==> config.mk <==
export PLATFORM = sky130hd
export DESIGN_NAME = bis_wgt
export DESIGN_NICKNAME = d
export VERILOG_FILES = /design/src/hdl/bis_pkg.sv /design/src/hdl/bis_wgt.sv
export SDC_FILE = /design/constraint.sdc
export NUM_CORES = 2
export LEC_CHECK = 0
export ABC_AREA = 1
export BUFFER_PORTS_ARGS = -buffer_cell sky130_fd_sc_hd__buf_4
export CELL_PAD_IN_SITES_DETAIL_PLACEMENT = 0
export CELL_PAD_IN_SITES_GLOBAL_PLACEMENT = 2
export CORE_ASPECT_RATIO = 2
export CORE_MARGIN = 2
export CORE_UTILIZATION = 30
export DETAILED_ROUTE_END_ITERATION = 16
export PLACE_DENSITY_LB_ADDON = 0.1
export SLEW_MARGIN = 5
export SYNTH_ARGS = -nofsm -noshare
export SYNTH_HDL_FRONTEND = slang
export SYNTH_SLANG_ARGS = --single-unit
==> constraint.sdc <==
create_clock -name i_clk -period 7.95 [get_ports i_clk]
set_input_delay 0.795 -clock i_clk [delete_from_list [all_inputs] [get_ports i_clk]]
set_output_delay 0.795 -clock i_clk [all_outputs]
set_load 0.05 [all_outputs]
==> src/hdl/bis_pkg.sv <==
// ----------------------------------------------------------------------------
// Bicubic scaler package
// Shared widths, operation codes and register indexes of the bicubic scaler.
// ----------------------------------------------------------------------------
package bis_pkg;

    localparam int COORD_W    = 12;
    localparam int PIX_W      = 8;
    localparam int PIXEL_W    = 3 * PIX_W;
    localparam int SIZE_CFG_W = 10;
    localparam int STEP_W     = 24;
    localparam int CFG_W      = 24;
    localparam int CFG_IDX_W  = 2;
    localparam int FRAC_W     = 16;
    localparam int POS_W      = COORD_W + STEP_W;
    localparam int FX_W       = POS_W - FRAC_W;
    localparam int DIST_W     = FRAC_W + 2;
    localparam int POLY_W     = 56;
    localparam int WGT_TAPS   = 8;
    localparam int WGT_LAT    = 3;

    localparam logic [DIST_W-1:0] ONE_Q16 = DIST_W'(1) << FRAC_W;
    localparam logic [DIST_W-1:0] TWO_Q16 = DIST_W'(2) << FRAC_W;

    localparam logic OP_LOAD    = 1'b0;
    localparam logic OP_COMPUTE = 1'b1;

    localparam logic [CFG_IDX_W-1:0] REG_SRC_WIDTH  = 2'd0;
    localparam logic [CFG_IDX_W-1:0] REG_SRC_HEIGHT = 2'd1;
    localparam logic [CFG_IDX_W-1:0] REG_STEP_X     = 2'd2;
    localparam logic [CFG_IDX_W-1:0] REG_STEP_Y     = 2'd3;

endpackage

==> src/hdl/bis_wgt.sv <==
// ----------------------------------------------------------------------------
// Keys weight unit
// Three-stage pipeline that turns a Q2.16 tap distance into a rounded weight.
// ----------------------------------------------------------------------------
module bis_wgt #(
    parameter int WEIGHT_FRAC_BITS = 14
) (
    input  logic                               i_clk,
    input  logic                               i_rst_n,
    input  logic                               i_valid,
    input  logic [bis_pkg::DIST_W-1:0]         i_dist,
    output logic                               o_valid,
    output logic signed [WEIGHT_FRAC_BITS+1:0] o_weight
);

    localparam int DW = bis_pkg::DIST_W;
    localparam int SW = 2 * DW;
    localparam int CW = 3 * DW;
    localparam int PW = bis_pkg::POLY_W;

    logic          r_v1, r_v2, r_v3;
    logic [DW-1:0] r_d1, r_d2;
    logic [SW-1:0] r_sq1, r_sq2;
    logic [CW-1:0] r_cu2;
    logic signed [WEIGHT_FRAC_BITS+1:0] r_w3;

    logic signed [PW-1:0] n_d, n_sq, n_cu, n_poly, n_round;

    always_comb begin
        n_d  = signed'(PW'(r_d2));
        n_sq = signed'(PW'(r_sq2)) <<< bis_pkg::FRAC_W;
        n_cu = signed'(PW'(r_cu2));
        if (r_d2 < bis_pkg::ONE_Q16) begin
            n_poly = 3 * n_cu - 5 * n_sq + (PW'(1) <<< 49);
        end else begin
            n_poly = -n_cu + 5 * n_sq - (n_d <<< 35) + (PW'(1) <<< 50);
        end
        n_round = (n_poly + (PW'(1) <<< (48 - WEIGHT_FRAC_BITS))) >>> (49 - WEIGHT_FRAC_BITS);
    end

    always_ff @(posedge i_clk) begin
        if (!i_rst_n) begin
            r_v1 <= 1'b0;
            r_v2 <= 1'b0;
            r_v3 <= 1'b0;
        end else begin
            r_v1 <= i_valid;
            r_v2 <= r_v1;
            r_v3 <= r_v2;
        end
        r_d1  <= i_dist;
        r_sq1 <= SW'(i_dist * i_dist);
        r_d2  <= r_d1;
        r_sq2 <= r_sq1;
        r_cu2 <= CW'(r_sq1 * r_d1);
        if (r_d2 < bis_pkg::TWO_Q16) begin
            r_w3 <= n_round[WEIGHT_FRAC_BITS+1:0];
        end else begin
            r_w3 <= '0;
        end
    end

    assign o_valid  = r_v3;
    assign o_weight = r_w3;

endmodule

==> summary.txt <==
Die
  • # IOs: 38
  • Initial core utilization: 0.303
  • Die H: about 560 um
  • Die ar.: 0.159 mm^2
  • Chip Width: between 200 and 300 um
  • Num rows: just over 200
  • Core area: around 0.15 mm^2

Routing
  • DRC Markers: 0
  • Post-DRT Antenna Nets: 0
  • DRT Wirelength: approximately 180 mm
  • 1st-iter DRT viols: roughly 1,400
  • Drt pass-1 iters: 5
  • Via count: roughly 38,000
  • Via/cell ratio: between 4 and 5
  • Wire per inst: about 21 um

GRT
  • Initial antenna violation count: 2
  • Vias in the first global route: around 44,000
  • Overflow after GRT: 0
  • Largest net degree at the start of global routing: 43
  • Total GRT Usage: 0.227
  • First-pass GRT wire length: roughly 270 mm

STA
  • Tmin final: about 7.5 ns
  • Slew headroom: 0.244
  • Slew Viols, Final: 0
  • Max Clock Freq: about 130 MHz
  • Final setup vio count: 0
  • RSZ-0062 raised after global routing: false
  • Worst clock skew: 0.0302 ns
  • Worst slew pin tran: between 1 and 1.5 ns
  • Hold Fails Final Rpt: 0
  • Final period utilization: 0.939
  • Setup TNS: 0 ns

Yosys
  • Synth Area in Simple Gates: 0.210
  • Synth unique cells: 48
  • Post-synthesis mux area share: 0
  • Top cells by area, synth: fa_1 34%, inv_1 16%, nand2_1 15%
  • Sequential area share after synthesis: 0.0737
  • Syn avg cell area: slightly above 7 um^2
  • Post-Synth XOR/XNOR Area: 0.0251
  • Post-synth top area share: 0.336
  • Syn Inst Count: between 6,000 and 7,000
  • #FFs+latches synth: 172
  • Ys Warns: 0
  • Synth Area in Adders: 0.478
  • Largest family of logic cells by synthesized area: adder cells
  • Compound-cell area share of the yosys netlist: 0.0408
  • Synth Cell Area: roughly 0.047 mm^2
  • Synth area leader: fa_1

Critical path
  • Reg2Reg Setup Slack: 0.48 ns
  • Cell Chain, Critical Path: buf_4 -> nand2_1 -> fa_1 -> inv_1 -> fa_1 -> fa_1 -> inv_1 -> fa_1 -> inv_1 -> fa_1 -> fa_1 -> ha_1 -> nand2_1 -> nor2_1 -> a21oi_1 -> o21ai_0 -> a21oi_1 -> o21ai_0 -> nand2_1 -> nand2_1 -> nand2_1 -> nand2_1 -> xor2_1
  • CP peak stage delay: 1.02 ns
  • Crit path launch type: flop
  • Type of the worst setup path: reg2reg
  • Crit path max fanout: 19
  • Critical Path RT: roughly 8.4 ns
  • Critical Path Sink Type: flop
  • Crit path DAT: ~7.9 ns
  • CP max stage cell: dfxtp_1
  • CP bufs+invs: 4
  • FF-to-FF Start: r_d1[4]
  • Worst Reg-to-Reg Cells: 23
  • CP delay by family, top: adder cells
  • Worst r2r dst: r_cu2[35]

Clocking
  • Root Buffer: clkbuf_16
  • TritonCTS sink count: between 150 and 200
  • CTS Hold Bufs: 0
  • Clock insertion delay at the later pin of the skew report: 0.55 ns
  • CTS Buffer Depth: 2
  • H-tree Lvls: 4
  • CTS Buf Count: 17
  • Clock transition at the registers of the reported paths: 0.08 ns
  • Setup bufs post-CTS: 0
  • TritonCTS clock tree: yes

Placed design
  • DP Area: 0.0496 mm^2
  • Port Buf Inserts: 37
  • Gpl congestion: about 0.94
  • Detailed Place HPWL: 157 mm

Outcome
  • Status: completed

Min path
  • WHS Path Cells: 2
  • Worst hold endpoint: r_v2
  • Hold crit path type: reg2reg
  • Hold Startpoint: r_v1

Finish
  • Finished layout cell area: 0.0502 mm^2
  • Nets: approximately 7,800
  • Synth-to-layout area growth: 7.39%
  • Share of post-route cells with drive strength above 1: 0.0425

Run
  • Maximum capacitance violations: 0
worst max-delay path by stage:
stage	start	endpoint	depth (start not counted)
after CTS	r_d1[3]	r_cu2[49]	22
after floorplan	i_dist[15]	r_sq1[32]	25
after global routing	r_d1[5]	r_cu2[35]	23
after global placement	r_d1[5]	r_cu2[49]	20
after detailed placement	r_d1[3]	r_cu2[49]	22
final	r_d1[4]	r_cu2[35]	23
layer usage:
metal | wire length [um] | track usage
met5 | 0 | 0
met1 | 55800 | 0.196
met3 | 1760 | 0.00941
met2 | 108000 | 0.497
met4 | 11700 | 0.133
layout make-up:
type	instances	area, um^2
Antenna cell	2	5.00
Clock buffer	17	425
Timing Repair Buffer	120	938
Multi-Input combinational cell	4191	35300
Tap cell	2060	2580
Inverter	1955	7340
Fill cell	17100	104000
Sequential cell	172	3450
Clock inverter	15	168
metrics by stage:
stage	worst slack, ns	hold WS [ns]	std cells	util
6_report	0.485	0.415	8532	0.325
5_1_grt	0.0302	0.427	8531	0.325
4_1_cts	0.342	0.402	8530	0.325
3_5_place_dp	0.374	0.402	8498	0.321
3_3_place_gp	0.418	0.393	8498	0.321
2_1_floorplan	1.69	0.329	6501	-
synth_stat cells (all sizes together):
library cell and n:
a211oi 2, a21boi 1, a21o 11, a21oi 196
a31o 3, a31oi 24, and2 7, and3 3
buf 19, clkbuf 164, conb 2, dfxtp 172
fa 784, ha 530, inv 1955, nand2 1852
nand2b 2, nand3 156, nand3b 5, nand4 54
nor2 274, nor3 27, nor4 7, o2111ai 2
o211a 1, o211ai 5, o21a 9, o21ai 69
o21bai 16, o221ai 2, o31ai 3, or2 6
xnor2 57, xor2 76
sequential cells by signal, summed over array words and instances, names as in the netlist:
register	flops
r_d2	17
r_d1	17
o_weight	16
r_v2	1
o_valid	1
r_v1	1
r_sq2	33
r_sq1	35
r_cu2	51
cells by family (layout without fill, tap and decap cells):
logic type / count (synthesis) / in the layout
XOR/XNOR: 133 / 133
adder cells (fa/ha/maj): 1314 / 1314
other: 2 / 9
buffers and inverters: 2138 / 2107
flip-flops: 172 / 172
AO/OA/AOI/OAI: 344 / 344
AND/OR/NAND/NOR: 2393 / 2393
cell usage in the layout (no fill, tap or decap), types with 52 or more instances in the layout:
cell type / instances
nor2_1: 234
nand2_1: 1823
nand4_1: 52
a21oi_1: 195
nand3_1: 144
buf_4: 117
xnor2_1: 57
inv_1: 1938
fa_1: 784
o21ai_0: 60
dfxtp_1: 166
xor2_1: 75
ha_1: 530
worst min-delay path, stage by stage, from the launching register on:
cell and delay [ns]:
dfxtp_1 0.30, nand2_1 0.05, inv_1 0.03
what timing repair did:
action / in CTS / in global routing
setup endpoints to repair: 0 / 1
hold endpoints to repair: 0 / 0
gates resized for setup: 0 / 1
Power is not shown: default switching activity piles up to over one toggle a cycle in this logic, so the estimate is an artifact.
